===== src/rtl/pcmnd_pkg.sv =====
// Package with shared types and constants of the PCM sample normalizer.
`timescale 1ns / 1ps

package pcmnd_pkg;

  // Sample size codes of the sample_bits register.
  localparam logic [1:0] SizeBits8  = 2'd0;
  localparam logic [1:0] SizeBits16 = 2'd1;
  localparam logic [1:0] SizeBits24 = 2'd2;
  localparam logic [1:0] SizeBits32 = 2'd3;

  // Configuration register indexes.
  localparam logic [1:0] RegSampleBits  = 2'd0;
  localparam logic [1:0] RegIsFloat     = 2'd1;
  localparam logic [1:0] RegNumChannels = 2'd2;
  localparam logic [1:0] RegMonoMix     = 2'd3;

  // Widths of the configuration port and the sample word.
  localparam int unsigned CfgDataW = 4;
  localparam int unsigned SampleW  = 32;

  // Float exponent limits: at or above FloatExpSat the magnitude is at least 1.0.
  localparam logic [7:0] FloatExpMax  = 8'd255;
  localparam logic [7:0] FloatExpSat  = 8'd127;
  localparam logic [7:0] FloatExpBase = 8'd126;

  // Saturation values in Q1.31.
  localparam logic [31:0] Q31Max = 32'h7FFF_FFFF;
  localparam logic [31:0] Q31Min = 32'h8000_0000;

  // Sequencer states.
  typedef enum logic [2:0] {
    StIdle,
    StConv,
    StDiv,
    StFinish
  } state_e;

endpackage


===== src/rtl/pcm_sample_normalizer_downmix_top.sv =====
// Top level of the PCM sample normalizer with optional mono downmix.
//
// Usage: one raw sample word enters per item on the input channel
// (in_valid_i / in_stall_o / raw_sample_i). It is converted to signed Q1.31
// from 8-bit unsigned, 16/24/32-bit signed or IEEE single float, as the
// configuration registers select. Without mono mixing each item yields one
// result with its channel index and a frame end flag. With mono mixing the
// samples of a frame are summed and the last one yields the average.
// Sequence: an item is converted in the cycle after it is accepted. A result
// without averaging is then written to the output register, and the next
// item is accepted once the sequencer has returned to idle; a mono item that
// does not end its frame passes through the same conversion state and yields
// no result. A mono frame end runs the serial divider over the sum magnitude,
// one quotient bit per cycle from a shared compare and subtract unit. Its
// average is then written to the output register, and no new item is accepted
// until the sequencer has returned to idle.
// Reset clears the registers to their defaults, the channel counter and the
// running sum. While the receiver stalls, the finished result holds in the
// output register; the next item with a result is converted and then waits,
// with the input stalled, until the output register is free.
`timescale 1ns / 1ps

module pcm_sample_normalizer_downmix_top #(
  parameter int unsigned MAX_CHANNELS = 8
) (
  input  logic                          clk_i,
  input  logic                          rst_ni,
  // Configuration write port
  input  logic                          cfg_we_i,
  input  logic [1:0]                    cfg_addr_i,
  input  logic [pcmnd_pkg::CfgDataW-1:0] cfg_wdata_i,
  // Input channel
  input  logic                          in_valid_i,
  output logic                          in_stall_o,
  input  logic [pcmnd_pkg::SampleW-1:0] raw_sample_i,
  // Output channel
  output logic                          out_valid_o,
  input  logic                          out_stall_i,
  output logic signed [31:0]            sample_value_o,
  output logic [2:0]                    channel_o,
  output logic                          frame_end_o
);

  import pcmnd_pkg::*;

  localparam int unsigned CntW  = (MAX_CHANNELS > 1) ? $clog2(MAX_CHANNELS) : 1;
  localparam int unsigned NW    = $clog2(MAX_CHANNELS + 1);
  localparam int unsigned SumW  = 33 + $clog2(MAX_CHANNELS);
  localparam int unsigned IterW = $clog2(SumW + 1);
  localparam logic [4:0]  MaxCh = 5'(MAX_CHANNELS);

  // Configuration registers.
  logic [1:0] sample_bits_q;
  logic       is_float_q;
  logic [3:0] num_channels_q;
  logic       mono_mix_q;

  always_ff @(posedge clk_i or negedge rst_ni) begin
    if (!rst_ni) begin
      sample_bits_q  <= SizeBits16;
      is_float_q     <= 1'b0;
      num_channels_q <= 4'd2;
      mono_mix_q     <= 1'b0;
    end else if (cfg_we_i) begin
      unique case (cfg_addr_i)
        RegSampleBits:  sample_bits_q  <= cfg_wdata_i[1:0];
        RegIsFloat:     is_float_q     <= cfg_wdata_i[0];
        RegNumChannels: num_channels_q <= cfg_wdata_i[3:0];
        RegMonoMix:     mono_mix_q     <= cfg_wdata_i[0];
        default: ;
      endcase
    end
  end

  // State and datapath registers.
  state_e                state_q, state_d;
  logic [SampleW-1:0]    raw_q;
  logic [CntW-1:0]       count_q, count_d;
  logic signed [SumW-1:0] sum_q, sum_d;
  logic [SumW-1:0]       dvd_q, dvd_d;
  logic [NW-1:0]         rem_q, rem_d;
  logic [NW-1:0]         div_n_q, div_n_d;
  logic                  div_neg_q, div_neg_d;
  logic [IterW-1:0]      iter_q, iter_d;

  // Output register.
  logic        out_valid_q, out_valid_d;
  logic [31:0] out_value_q, out_value_d;
  logic [2:0]  out_ch_q, out_ch_d;
  logic        out_end_q, out_end_d;

  logic in_accept;
  logic out_free;

  assign in_stall_o  = (state_q != StIdle);
  assign in_accept   = in_valid_i && !in_stall_o;
  assign out_free    = !out_valid_q || !out_stall_i;
  assign out_valid_o    = out_valid_q;
  assign sample_value_o = out_value_q;
  assign channel_o      = out_ch_q;
  assign frame_end_o    = out_end_q;

  // Effective channel count, clamped to 1..MAX_CHANNELS.
  logic [4:0]    n_clamp;
  logic [NW-1:0] n_eff;
  logic          last;

  always_comb begin
    n_clamp = {1'b0, num_channels_q};
    if (n_clamp == 5'd0) begin
      n_clamp = 5'd1;
    end else if (n_clamp > MaxCh) begin
      n_clamp = MaxCh;
    end
    n_eff = NW'(n_clamp);
    last  = (5'(count_q) + 5'd1) >= n_clamp;
  end

  // Float to Q1.31 conversion with saturation; a NaN gives zero.
  logic        f_neg;
  logic [7:0]  f_exp;
  logic [22:0] f_man;
  logic [7:0]  f_shamt;
  logic [30:0] f_mag;
  logic [31:0] f_val;

  always_comb begin
    f_neg   = raw_q[31];
    f_exp   = raw_q[30:23];
    f_man   = raw_q[22:0];
    f_shamt = FloatExpBase - f_exp;
    f_mag   = '0;
    if (f_exp != 8'd0 && f_exp < FloatExpSat && f_shamt < 8'd31) begin
      f_mag = {1'b1, f_man, 7'b0} >> f_shamt[4:0];
    end
    priority if (f_exp == FloatExpMax && f_man != 23'd0) begin
      f_val = '0;
    end else if (f_exp >= FloatExpSat) begin
      f_val = f_neg ? Q31Min : Q31Max;
    end else begin
      f_val = f_neg ? (32'd0 - {1'b0, f_mag}) : {1'b0, f_mag};
    end
  end

  // Integer formats and format selection.
  logic [31:0] conv_val;

  always_comb begin
    unique case (sample_bits_q)
      SizeBits8:  conv_val = {~raw_q[7], raw_q[6:0], 24'd0};
      SizeBits16: conv_val = {raw_q[15:0], 16'd0};
      SizeBits24: conv_val = {raw_q[23:0], 8'd0};
      SizeBits32: conv_val = is_float_q ? f_val : raw_q;
      default:    conv_val = raw_q;
    endcase
  end

  // Running sum including the current sample, and its magnitude.
  logic signed [SumW-1:0] sum_new;
  logic [SumW-1:0]        sum_mag;

  always_comb begin
    sum_new = sum_q + {{(SumW - 32){conv_val[31]}}, conv_val};
    sum_mag = sum_new[SumW-1] ? (SumW'(0) - sum_new) : sum_new;
  end

  // Shared compare and subtract step of the serial divider.
  logic [NW:0] trial;
  logic        trial_ge;

  always_comb begin
    trial    = {rem_q, dvd_q[SumW-1]};
    trial_ge = trial >= {1'b0, div_n_q};
  end

  // Quotient with its sign restored.
  logic [31:0] quot_val;
  assign quot_val = div_neg_q ? (32'd0 - dvd_q[31:0]) : dvd_q[31:0];

  // Next state logic.
  always_comb begin
    state_d = state_q;
    unique case (state_q)
      StIdle: begin
        if (in_accept) begin
          state_d = StConv;
        end
      end
      StConv: begin
        if (mono_mix_q) begin
          state_d = last ? StDiv : StIdle;
        end else if (out_free) begin
          state_d = StIdle;
        end
      end
      StDiv: begin
        if (iter_q == IterW'(SumW - 1)) begin
          state_d = StFinish;
        end
      end
      StFinish: begin
        if (out_free) begin
          state_d = StIdle;
        end
      end
      default: state_d = StIdle;
    endcase
  end

  // Datapath and output register updates.
  always_comb begin
    count_d     = count_q;
    sum_d       = sum_q;
    dvd_d       = dvd_q;
    rem_d       = rem_q;
    div_n_d     = div_n_q;
    div_neg_d   = div_neg_q;
    iter_d      = iter_q;
    out_valid_d = out_valid_q && out_stall_i;
    out_value_d = out_value_q;
    out_ch_d    = out_ch_q;
    out_end_d   = out_end_q;
    unique case (state_q)
      StIdle: ;
      StConv: begin
        if (mono_mix_q) begin
          if (last) begin
            // Frame end: start the divider on the sum magnitude.
            count_d   = '0;
            sum_d     = '0;
            dvd_d     = sum_mag;
            rem_d     = '0;
            div_n_d   = n_eff;
            div_neg_d = sum_new[SumW-1];
            iter_d    = '0;
          end else begin
            count_d = count_q + CntW'(1);
            sum_d   = sum_new;
          end
        end else if (out_free) begin
          out_valid_d = 1'b1;
          out_value_d = conv_val;
          out_ch_d    = 3'(count_q);
          out_end_d   = last;
          if (last) begin
            count_d = '0;
            sum_d   = '0;
          end else begin
            count_d = count_q + CntW'(1);
          end
        end
      end
      StDiv: begin
        // One quotient bit per cycle, shifted into the dividend register.
        rem_d  = trial_ge ? NW'(trial - {1'b0, div_n_q}) : trial[NW-1:0];
        dvd_d  = {dvd_q[SumW-2:0], trial_ge};
        iter_d = iter_q + IterW'(1);
      end
      StFinish: begin
        if (out_free) begin
          out_valid_d = 1'b1;
          out_value_d = quot_val;
          out_ch_d    = '0;
          out_end_d   = 1'b1;
        end
      end
      default: ;
    endcase
  end

  // Control registers.
  always_ff @(posedge clk_i or negedge rst_ni) begin
    if (!rst_ni) begin
      state_q     <= StIdle;
      count_q     <= '0;
      sum_q       <= '0;
      iter_q      <= '0;
      out_valid_q <= 1'b0;
    end else begin
      state_q     <= state_d;
      count_q     <= count_d;
      sum_q       <= sum_d;
      iter_q      <= iter_d;
      out_valid_q <= out_valid_d;
    end
  end

  // Payload registers.
  always_ff @(posedge clk_i) begin
    if (in_accept) begin
      raw_q <= raw_sample_i;
    end
    dvd_q       <= dvd_d;
    rem_q       <= rem_d;
    div_n_q     <= div_n_d;
    div_neg_q   <= div_neg_d;
    out_value_q <= out_value_d;
    out_ch_q    <= out_ch_d;
    out_end_q   <= out_end_d;
  end

endmodule

===== config.mk =====
export PLATFORM = sky130hd
export DESIGN_NAME = pcm_sample_normalizer_downmix_top
export DESIGN_NICKNAME = d
export VERILOG_FILES = /design/src/rtl/pcmnd_pkg.sv /design/src/rtl/pcm_sample_normalizer_downmix_top.sv
export SDC_FILE = /design/constraint.sdc
export NUM_CORES = 1
export LEC_CHECK = 0
export BUFFER_PORTS_ARGS = -buffer_cell sky130_fd_sc_hd__clkbuf_2
export CAP_MARGIN = 30
export CORE_UTILIZATION = 37
export CTS_CLUSTER_DIAMETER = 50
export CTS_CLUSTER_SIZE = 25
export DETAILED_ROUTE_END_ITERATION = 10
export SLEW_MARGIN = 40
export SYNTH_ARGS = -nofsm -noshare
export SYNTH_HDL_FRONTEND = slang
export SYNTH_SLANG_ARGS = --single-unit

===== constraint.sdc =====
create_clock -name clk_i -period 10.7 [get_ports clk_i]
set_input_delay 1.605 -clock clk_i [delete_from_list [all_inputs] [get_ports clk_i]]
set_output_delay 1.605 -clock clk_i [all_outputs]
set_load 0.01 [all_outputs]

==> impl_metrics.prom, run 1 <==
# TYPE chip_impl_metric gauge
chip_impl_metric{name="hpwlAfterDp",unit="mm"} 40.24
chip_impl_metric{name="timing.reg2reg.worst_path_depth",unit=""} 27
chip_impl_metric{name="clock-skew-final",unit="ns"} 0.02152
chip_impl_metric{name="grt_max_degree",unit=""} 69
chip_impl_info{name="rsz0062_at_grt",value="false"} 1
chip_impl_info{name="worst_hold_path_type",value="reg -> reg"} 1
chip_impl_info{name="run_status",value="finished, final reports clean"} 1
chip_impl_info{name="crit_path_top_delay_cell",value="ha_4"} 1
chip_impl_metric{name="post_cts_resized",unit=""} 0
chip_impl_metric{name="grt_use_total",unit="%"} 26.04
chip_impl_metric{name="power_frac_comb",unit="%"} 56.3
chip_impl_metric{name="sequential_cell_area",unit="mm2"} 0.004822
chip_impl_info{name="crit_path_end_kind",value="register"} 1
chip_impl_metric{name="powerDensity",unit="mW/mm2"} 223.0
chip_impl_metric{name="n_antenna_cell",unit=""} 0
chip_impl_metric{name="clock_insertion_delay_worst_skew",unit="ns"} 0.47
chip_impl_metric{name="number_of_enable_flip_flop_cells_after_synthesis",unit=""} 113
chip_impl_metric{name="detail-route-antenna-nets",unit=""} 0
chip_impl_metric{name="yosysUniqueCellTypes",unit=""} 88
chip_impl_metric{name="post_drt_via_cell_ratio",unit=""} 6.226
chip_impl_metric{name="timing.critical_path.fanout_max",unit=""} 42
chip_impl_metric{name="share_of_post_route_cells_with_drive_strength_above_1",unit="%"} 13.94
chip_impl_metric{name="worst-endpoint-arrival",unit="ns"} 9.47
chip_impl_metric{name="initial_utilization",unit="%"} 37.60
chip_impl_metric{name="max-slew-margin-rel",unit="%"} 44.17
chip_impl_metric{name="route.vias.total",unit=""} 14260
chip_impl_metric{name="timing_hold_violations_final",unit=""} 0
chip_impl_metric{name="synth-warning-count",unit=""} 0
chip_impl_metric{name="floorplan.io_pins",unit=""} 81
chip_impl_metric{name="finalSetupTns",unit="ns"} 0
chip_impl_metric{name="gpl.final_weighted_congestion",unit=""} 1.019
chip_impl_metric{name="syn2layout_area_growth",unit="%"} 10.05
chip_impl_metric{name="report.power.total",unit="mW"} 3.675
chip_impl_metric{name="mappedNetlistArea",unit="mm2"} 0.01497
chip_impl_info{name="synth_top_flop_cell",value="edfxtp_1"} 1
chip_impl_metric{name="cts_htree_levels",unit=""} 4
chip_impl_info{name="worstSetupStartpointType",value="register"} 1
chip_impl_info{name="mostFrequentLayoutCells",value="nand2_1 (190), o21ai_0 (132), nor2_1 (123)"} 1
chip_impl_metric{name="total_leakage_power",unit="nW"} 6.421
chip_impl_metric{name="power_frac_clock",unit="%"} 17.3
chip_impl_metric{name="total_clock_buffers_created_by_cts",unit=""} 17
chip_impl_info{name="synth.area.top_cells",value="edfxtp_1 (23%), dfrtp_1 (9.2%), nand2_1 (4.8%)"} 1
chip_impl_metric{name="route.detailed.wl_per_inst",unit="um"} 23.43
chip_impl_metric{name="grt_overflow",unit=""} 0
chip_impl_metric{name="critical_path_required",unit="ns"} 10.91
chip_impl_metric{name="ir_drop",unit="V"} 0.0001372
chip_impl_metric{name="mappedNetlistNets",unit=""} 1823
chip_impl_metric{name="synth_async_reset_ratio",unit="%"} 33.53
chip_impl_info{name="crit_type",value="reg -> reg"} 1
chip_impl_metric{name="sequentialPowerShare",unit="%"} 26.4
chip_impl_metric{name="switching_power_total",unit="mW"} 1.703
chip_impl_metric{name="synthesis.instances",unit=""} 1726
chip_impl_metric{name="synth_largest_type_area_fraction",unit="%"} 22.66
chip_impl_metric{name="dr.pass1.iters",unit=""} 8
chip_impl_metric{name="slew_violations",unit=""} 0
chip_impl_metric{name="cp_depth",unit=""} 27
chip_impl_metric{name="utilization",unit="%"} 41.38
chip_impl_metric{name="cts_hold_repair.buffers",unit=""} 0
chip_impl_metric{name="hold_path_depth",unit=""} 2
chip_impl_info{name="final_common_cell",value="nand2_1"} 1
chip_impl_metric{name="detailedRoute.firstIterationViolations",unit=""} 1801
chip_impl_metric{name="grt_pass1_vias",unit=""} 13480
chip_impl_metric{name="final_net_count",unit=""} 1849
chip_impl_metric{name="postRouteWirelength",unit="mm"} 53.65
chip_impl_metric{name="power_report.internal_total",unit="mW"} 1.972
chip_impl_metric{name="count_of_input_and_output_buffers",unit=""} 80
chip_impl_metric{name="clock_sink_count",unit=""} 170
chip_impl_metric{name="switching_share",unit="%"} 46.35
chip_impl_metric{name="die-area",unit="mm2"} 0.04128
chip_impl_metric{name="grt_first_pass_wirelength",unit="mm"} 81.55
chip_impl_metric{name="yosys_register_bits",unit=""} 170
chip_impl_metric{name="multi_input_comb_area",unit="mm2"} 0.009543
chip_impl_metric{name="clk_transition_reported_paths",unit="ns"} 0.08
chip_impl_metric{name="cap_violations",unit=""} 0
chip_impl_metric{name="critical_path.n_buffers_inverters",unit=""} 4
chip_impl_metric{name="design.core.area",unit="mm2"} 0.03982
chip_impl_metric{name="nFillCells",unit=""} 4042
chip_impl_metric{name="floorplan.die.height",unit="um"} 203.2
chip_impl_info{name="cp_top_family",value="compound AO/OA/AOI/OAI gates"} 1
chip_impl_metric{name="final_min_period_over_clock_period",unit="%"} 86.53
chip_impl_metric{name="drc_violations_left",unit=""} 0
chip_impl_metric{name="std_cell_rows",unit=""} 73
chip_impl_metric{name="avgSynthCellArea",unit="um2"} 8.675
chip_impl_metric{name="number_of_antenna_violations_at_the_first_check_in_global_routing",unit=""} 2
chip_impl_metric{name="finalSetupViolCount",unit=""} 0
chip_impl_metric{name="postCtsSetupRepairBufs",unit=""} 0
chip_impl_metric{name="worst_slew_pin_slew",unit="ns"} 0.8315
chip_impl_metric{name="cts.path.max_buffers",unit=""} 2
chip_impl_metric{name="part_of_the_yosys_area_used_for_sequential_elements",unit="%"} 32.21
chip_impl_info{name="cts_tree",value="done"} 1
chip_impl_metric{name="die_w",unit="um"} 203.2
chip_impl_metric{name="fmax",unit="MHz"} 108.0
chip_impl_info{name="synth_top_cell_by_area",value="edfxtp_1"} 1
chip_impl_metric{name="critical-path-max-stage-delay",unit="ns"} 0.66
chip_impl_info{name="cts.root.buffer_cell",value="clkbuf_16"} 1
chip_impl_metric{name="final_critical_path_time_including_i_o_delays_and_setup",unit="ns"} 9.259
power by group through the flow:
stage	combinational, mW	clock (mW)	sequential [mW]
floorplan	1.51	0	0.940
global placement	1.98	0	0.979
detailed placement	2.02	0	0.981
CTS	2.03	0.650	0.967
global route	2.27	0.668	0.982
finish	2.07	0.636	0.970
flip-flops by register name (all words and copies together), names as in the netlist:
name	flops
channel_o	3
count_q	3
div_n_q	4
div_neg_q	1
dvd_q	36
frame_end_o	1
is_float_q	1
iter_q	6
mono_mix_q	1
num_channels_q	4
out_valid_o	1
raw_q	32
rem_q	4
sample_bits_q	2
sample_value_o	32
state_q	3
sum_q	36
cell usage after synthesis (10+ instances only):
cell type  instances
a31oi_1           35
xnor2_1           55
o41ai_1           10
o21ai_0          132
o211ai_1          25
nand2_1          190
inv_1             54
a22o_1            18
nor3_1            49
or3_1             29
mux2_2            36
o21a_1            18
buf_2             10
ha_1              52
and3_1            20
clkbuf_1          79
a21o_1            33
o31ai_1           29
nand4_1           17
nor4_1            25
mux4_2            25
xor2_1            31
nor2_1           124
nor2b_1           19
edfxtp_1         113
o22ai_1           16
nand2b_1          28
a21oi_1           95
dfrtp_1           55
and2_1            21
a211oi_1          19
mux2i_1           38
nand3_1           52
path summary, 6_finish.rpt:
kind	startpoint	endpoint	slack, ns
setup / recovery	raw_q[23]	dvd_q[21]	1.44
hold / removal	sum_q[12]	sum_q[12]	0.49
setup reg to reg	raw_q[23]	dvd_q[21]	1.44
hold reg to reg	sum_q[12]	sum_q[12]	0.49
max in group asynchronous	rst_ni	sum_q[27]	9.02
min in group asynchronous	rst_ni	state_q[1]	1.21
worst min-delay path, delay by kind of cell (launching register included):
family,cells,cell delay [ns]
compound gates,1,0.06
simple gates,1,0.05
flops,1,0.36
per-stage QoR:
stage	hold slack [ns]	std cells	worst slack [ns]	instance area (um2)
finish	0.4931	2290	1.441	16480
global route	0.5258	2290	0.9290	16480
CTS	0.4969	2290	1.267	16470
detailed placement	0.4810	2258	1.350	15900
global placement	0.4718	2255	1.585	15830
floorplan	0.4563	1726	2.916	14970
area by class of cell:
type | instances | share of cell area, %
flip-flops and latches | 170 | 29.26
clock inverters | 13 | 0.8428
inverters | 56 | 1.276
well taps | 525 | 3.986
repair buffers | 114 | 4.093
multi-input cells | 1393 | 57.91
clock buffers | 19 | 2.627
kinds of logic (layout without fill, tap and decap cells):
group	after synthesis	in the layout	share of synthesized area, %
xor+xnor	88	88	5.323
buf+inv	163	202	4.571
compound gates	536	536	24.07
fa+ha+maj	54	54	4.613
flops	170	170	32.21
simple gates	613	613	20.01
mux	101	101	9.184
other cells	1	1	0.02504
layer usage:
| layer | GRT usage (%) | share of wire (%) | routed length [um] |
|---|---|---|---|
| met1 | 34.99 | 44 | 23360 |
| met2 | 40.55 | 45 | 24240 |
| met3 | 5.912 | 8.0 | 4295 |
| met4 | 10.07 | 3.2 | 1731 |
| met5 | 0 | 0.034 | 18 |
Power figures use the tool's default switching activity.
==> run 2: changes to the inputs <==
--- a/config.mk
+++ b/config.mk
@@ -7,10 +7,11 @@
 export LEC_CHECK = 0
 export BUFFER_PORTS_ARGS = -buffer_cell sky130_fd_sc_hd__clkbuf_2
 export CAP_MARGIN = 30
-export CORE_UTILIZATION = 37
+export CORE_UTILIZATION = 53
 export CTS_CLUSTER_DIAMETER = 50
 export CTS_CLUSTER_SIZE = 25
 export DETAILED_ROUTE_END_ITERATION = 10
+export PLACE_DENSITY = 0.71
 export SLEW_MARGIN = 40
 export SYNTH_ARGS = -nofsm -noshare
 export SYNTH_HDL_FRONTEND = slang
==> run 2 against run 1 <==
Flip-flop and latch count unchanged. First-iteration DRC count decreased by 11%. Clock skew decreased by 0.0080 ns. Via count increased by 0.46%. Cell count decreased by 6.5%. Global-route usage increased by 9.1 points. Critical endpoint unchanged. Register-to-register slack got worse by 0.02 ns. Count of clock-buffer cells in the layout increased by 2. Non-clock buffer count decreased by 2. Total power decreased by 1.8%. Critical path type unchanged. Combinational power about the same. Largest power group unchanged. Sequential share of layout area increased by 0.37 points.
==> impl_metrics.prom, run 2 (synthesis results as in run 1) <==
# TYPE chip_impl_metric gauge
chip_impl_metric{name="timing.reg2reg.worst_path_depth",unit=""} 27
chip_impl_metric{name="finalSetupViolCount",unit=""} 0
chip_impl_metric{name="gpl.final_weighted_congestion",unit=""} 1.007
chip_impl_metric{name="worst-endpoint-arrival",unit="ns"} 9.49
chip_impl_metric{name="number_of_antenna_violations_at_the_first_check_in_global_routing",unit=""} 1
chip_impl_info{name="worstSetupStartpointType",value="register"} 1
chip_impl_metric{name="initial_utilization",unit="%"} 53.90
chip_impl_metric{name="switching_share",unit="%"} 45.91
chip_impl_metric{name="die-area",unit="mm2"} 0.02893
chip_impl_metric{name="dr.pass1.iters",unit=""} 6
chip_impl_metric{name="final_critical_path_time_including_i_o_delays_and_setup",unit="ns"} 9.281
chip_impl_metric{name="drc_violations_left",unit=""} 0
chip_impl_metric{name="grt_pass1_vias",unit=""} 13310
chip_impl_info{name="crit_path_end_kind",value="register"} 1
chip_impl_metric{name="fmax",unit="MHz"} 107.7
chip_impl_info{name="launch_instance_of_the_worst_register_to_register_path",value="raw_q[23]"} 1
chip_impl_metric{name="detailedRoute.firstIterationViolations",unit=""} 1603
chip_impl_metric{name="hold_path_depth",unit=""} 2
chip_impl_info{name="hp-start",value="sum_q[11]"} 1
chip_impl_metric{name="postRouteWirelength",unit="mm"} 49.95
chip_impl_metric{name="std_cell_rows",unit=""} 61
chip_impl_info{name="cts.root.buffer_cell",value="clkbuf_16"} 1
chip_impl_metric{name="ir_drop",unit="V"} 0.0001639
chip_impl_metric{name="sequentialPowerShare",unit="%"} 26.9
chip_impl_metric{name="grt_use_total",unit="%"} 35.17
chip_impl_info{name="rsz0062_at_grt",value="false"} 1
chip_impl_metric{name="floorplan.io_pins",unit=""} 81
chip_impl_info{name="cts_tree",value="done"} 1
chip_impl_metric{name="hpwlAfterDp",unit="mm"} 37.45
chip_impl_metric{name="cts_htree_levels",unit=""} 4
chip_impl_info{name="final_common_cell",value="nand2_1"} 1
chip_impl_metric{name="cp_depth",unit=""} 27
chip_impl_metric{name="route.detailed.wl_per_inst",unit="um"} 23.33
chip_impl_info{name="crit_path_top_delay_cell",value="ha_4"} 1
chip_impl_metric{name="cts.path.max_buffers",unit=""} 2
chip_impl_info{name="cp_top_family",value="compound AO/OA/AOI/OAI gates"} 1
chip_impl_metric{name="worst_slew_pin_slew",unit="ns"} 0.8505
chip_impl_metric{name="clock_insertion_delay_worst_skew",unit="ns"} 0.45
chip_impl_metric{name="n_antenna_cell",unit=""} 0
chip_impl_metric{name="share_of_post_route_cells_with_drive_strength_above_1",unit="%"} 13.95
chip_impl_metric{name="design.core.area",unit="mm2"} 0.02778
chip_impl_info{name="startpoint",value="raw_q[23]"} 1
chip_impl_info{name="reg_top3",value="dvd_q x36, sum_q x36"} 1
chip_impl_metric{name="die_w",unit="um"} 170.1
chip_impl_metric{name="floorplan.die.height",unit="um"} 170.1
chip_impl_metric{name="powerDensity",unit="mW/mm2"} 221.8
chip_impl_info{name="run_status",value="finished, final reports clean"} 1
chip_impl_metric{name="final_min_period_over_clock_period",unit="%"} 86.74
chip_impl_info{name="mostFrequentLayoutCells",value="nand2_1 (189), o21ai_0 (132), nor2_1 (123)"} 1
chip_impl_info{name="worst_hold_path_type",value="reg -> reg"} 1
chip_impl_metric{name="total_leakage_power",unit="nW"} 6.397
chip_impl_metric{name="route.vias.total",unit=""} 14320
chip_impl_metric{name="power_frac_comb",unit="%"} 56.7
chip_impl_metric{name="power_report.internal_total",unit="mW"} 1.952
chip_impl_metric{name="finalSetupTns",unit="ns"} 0
chip_impl_metric{name="postCtsSetupRepairBufs",unit=""} 0
chip_impl_metric{name="switching_power_total",unit="mW"} 1.657
chip_impl_metric{name="clock_sink_count",unit=""} 170
chip_impl_metric{name="critical_path_required",unit="ns"} 10.91
chip_impl_metric{name="clk_transition_reported_paths",unit="ns"} 0.07
chip_impl_metric{name="post_cts_resized",unit=""} 0
chip_impl_metric{name="clock-skew-final",unit="ns"} 0.01357
chip_impl_metric{name="final_net_count",unit=""} 1847
chip_impl_metric{name="count_of_input_and_output_buffers",unit=""} 80
chip_impl_metric{name="slew_violations",unit=""} 0
chip_impl_metric{name="grt_overflow",unit=""} 0
chip_impl_metric{name="total_clock_buffers_created_by_cts",unit=""} 17
chip_impl_metric{name="detail-route-antenna-nets",unit=""} 0
chip_impl_metric{name="syn2layout_area_growth",unit="%"} 8.682
chip_impl_metric{name="cap_violations",unit=""} 0
chip_impl_metric{name="grt_max_degree",unit=""} 69
chip_impl_metric{name="power_frac_clock",unit="%"} 16.4
chip_impl_metric{name="timing.critical_path.fanout_max",unit=""} 53
chip_impl_metric{name="max-slew-margin-rel",unit="%"} 43.02
chip_impl_metric{name="cts_hold_repair.buffers",unit=""} 0
chip_impl_metric{name="timing_hold_violations_final",unit=""} 0
chip_impl_metric{name="critical-path-max-stage-delay",unit="ns"} 0.77
chip_impl_metric{name="grt_first_pass_wirelength",unit="mm"} 77.16
chip_impl_metric{name="report.power.total",unit="mW"} 3.609
chip_impl_metric{name="post_drt_via_cell_ratio",unit=""} 6.690
chip_impl_metric{name="critical_path.n_buffers_inverters",unit=""} 4
chip_impl_info{name="crit_type",value="reg -> reg"} 1
run 2: cell types whose count changed in the layout (fill, tap and decap cells not counted), moves of 2 or more:
cell / delta
inv_8: -2
buf_4: -2
clkinvlp_4: +2
clkbuf_8: +2
run 2: cell type report:
| cell class | count | area (um2) |
|---|---|---|
| Multi-Input combinational cell | 1393 | 9550 |
| Timing Repair Buffer | 112 | 668.1 |
| Clock buffer | 21 | 460.4 |
| Clock inverter | 11 | 88.84 |
| Inverter | 56 | 210.2 |
| Sequential cell | 170 | 4822 |
| Tap cell | 378 | 473.0 |
| Fill cell | 2541 | 11510 |
run 2: stage by stage:
step                instances  instance area [um2]  hold slack (ns)  setup WS, ns  utilization (%)
finish                   2141                16270           0.4947         1.419            58.58
global route             2141                16270           0.5209         1.046            58.58
CTS                      2140                16260           0.4915         1.612            58.53
detailed placement       2108                15710           0.4776         1.638            56.55
global placement         2105                15630           0.4702         1.508            56.25
floorplan                1726                14970           0.4563         2.916                -
run 2: power by group through the flow:
stage,combinational (mW),sequential (mW),clock (mW)
after floorplan,1.51,0.940,0
after global placement,1.94,0.976,0
after detailed placement,1.99,0.978,0
after CTS,2.00,0.966,0.598
after global routing,2.23,0.980,0.621
final,2.05,0.969,0.592
run 2: metal layers:
layer	GRT usage [%]	wire length [um]	up-vias
met2	54.95	22520	742
met1	47.10	20670	6835
met4	16.10	2105	2
met3	6.744	4642	139
met5	0	9	-
li1	-	-	6605
run 2: path summary, 6_finish.rpt:
check | slack (ns) | endpoint
worst min-delay path | 0.49 | sum_q[11]
worst max-delay path | 1.42 | dvd_q[21]
max in group asynchronous | 8.95 | sum_q[23]
worst max register to register | 1.42 | dvd_q[21]
worst min register to register | 0.49 | sum_q[11]
min in group asynchronous | 1.19 | iter_q[5]
run 2: worst register-to-register path: stages (launching register included):
cell and delay, ns:
edfxtp_1 0.32, buf_4 0.35, clkinv_1 0.22, ha_4 0.77
mux2_2 0.47, mux4_2 0.51, mux4_2 0.46, or3b_2 0.26
ha_1 0.22, inv_1 0.08, a2111o_1 0.44, or3_1 0.46
o311ai_0 0.36, a221oi_1 0.15, a211oi_1 0.54, ha_1 0.43
a21oi_1 0.27, o21ai_0 0.22, a21oi_1 0.17, o221ai_1 0.15
a21o_1 0.25, o31a_1 0.35, o21a_1 0.22, nor3_1 0.42
nor3_4 0.09, inv_2 0.37, nor2_2 0.17, a211o_1 0.31
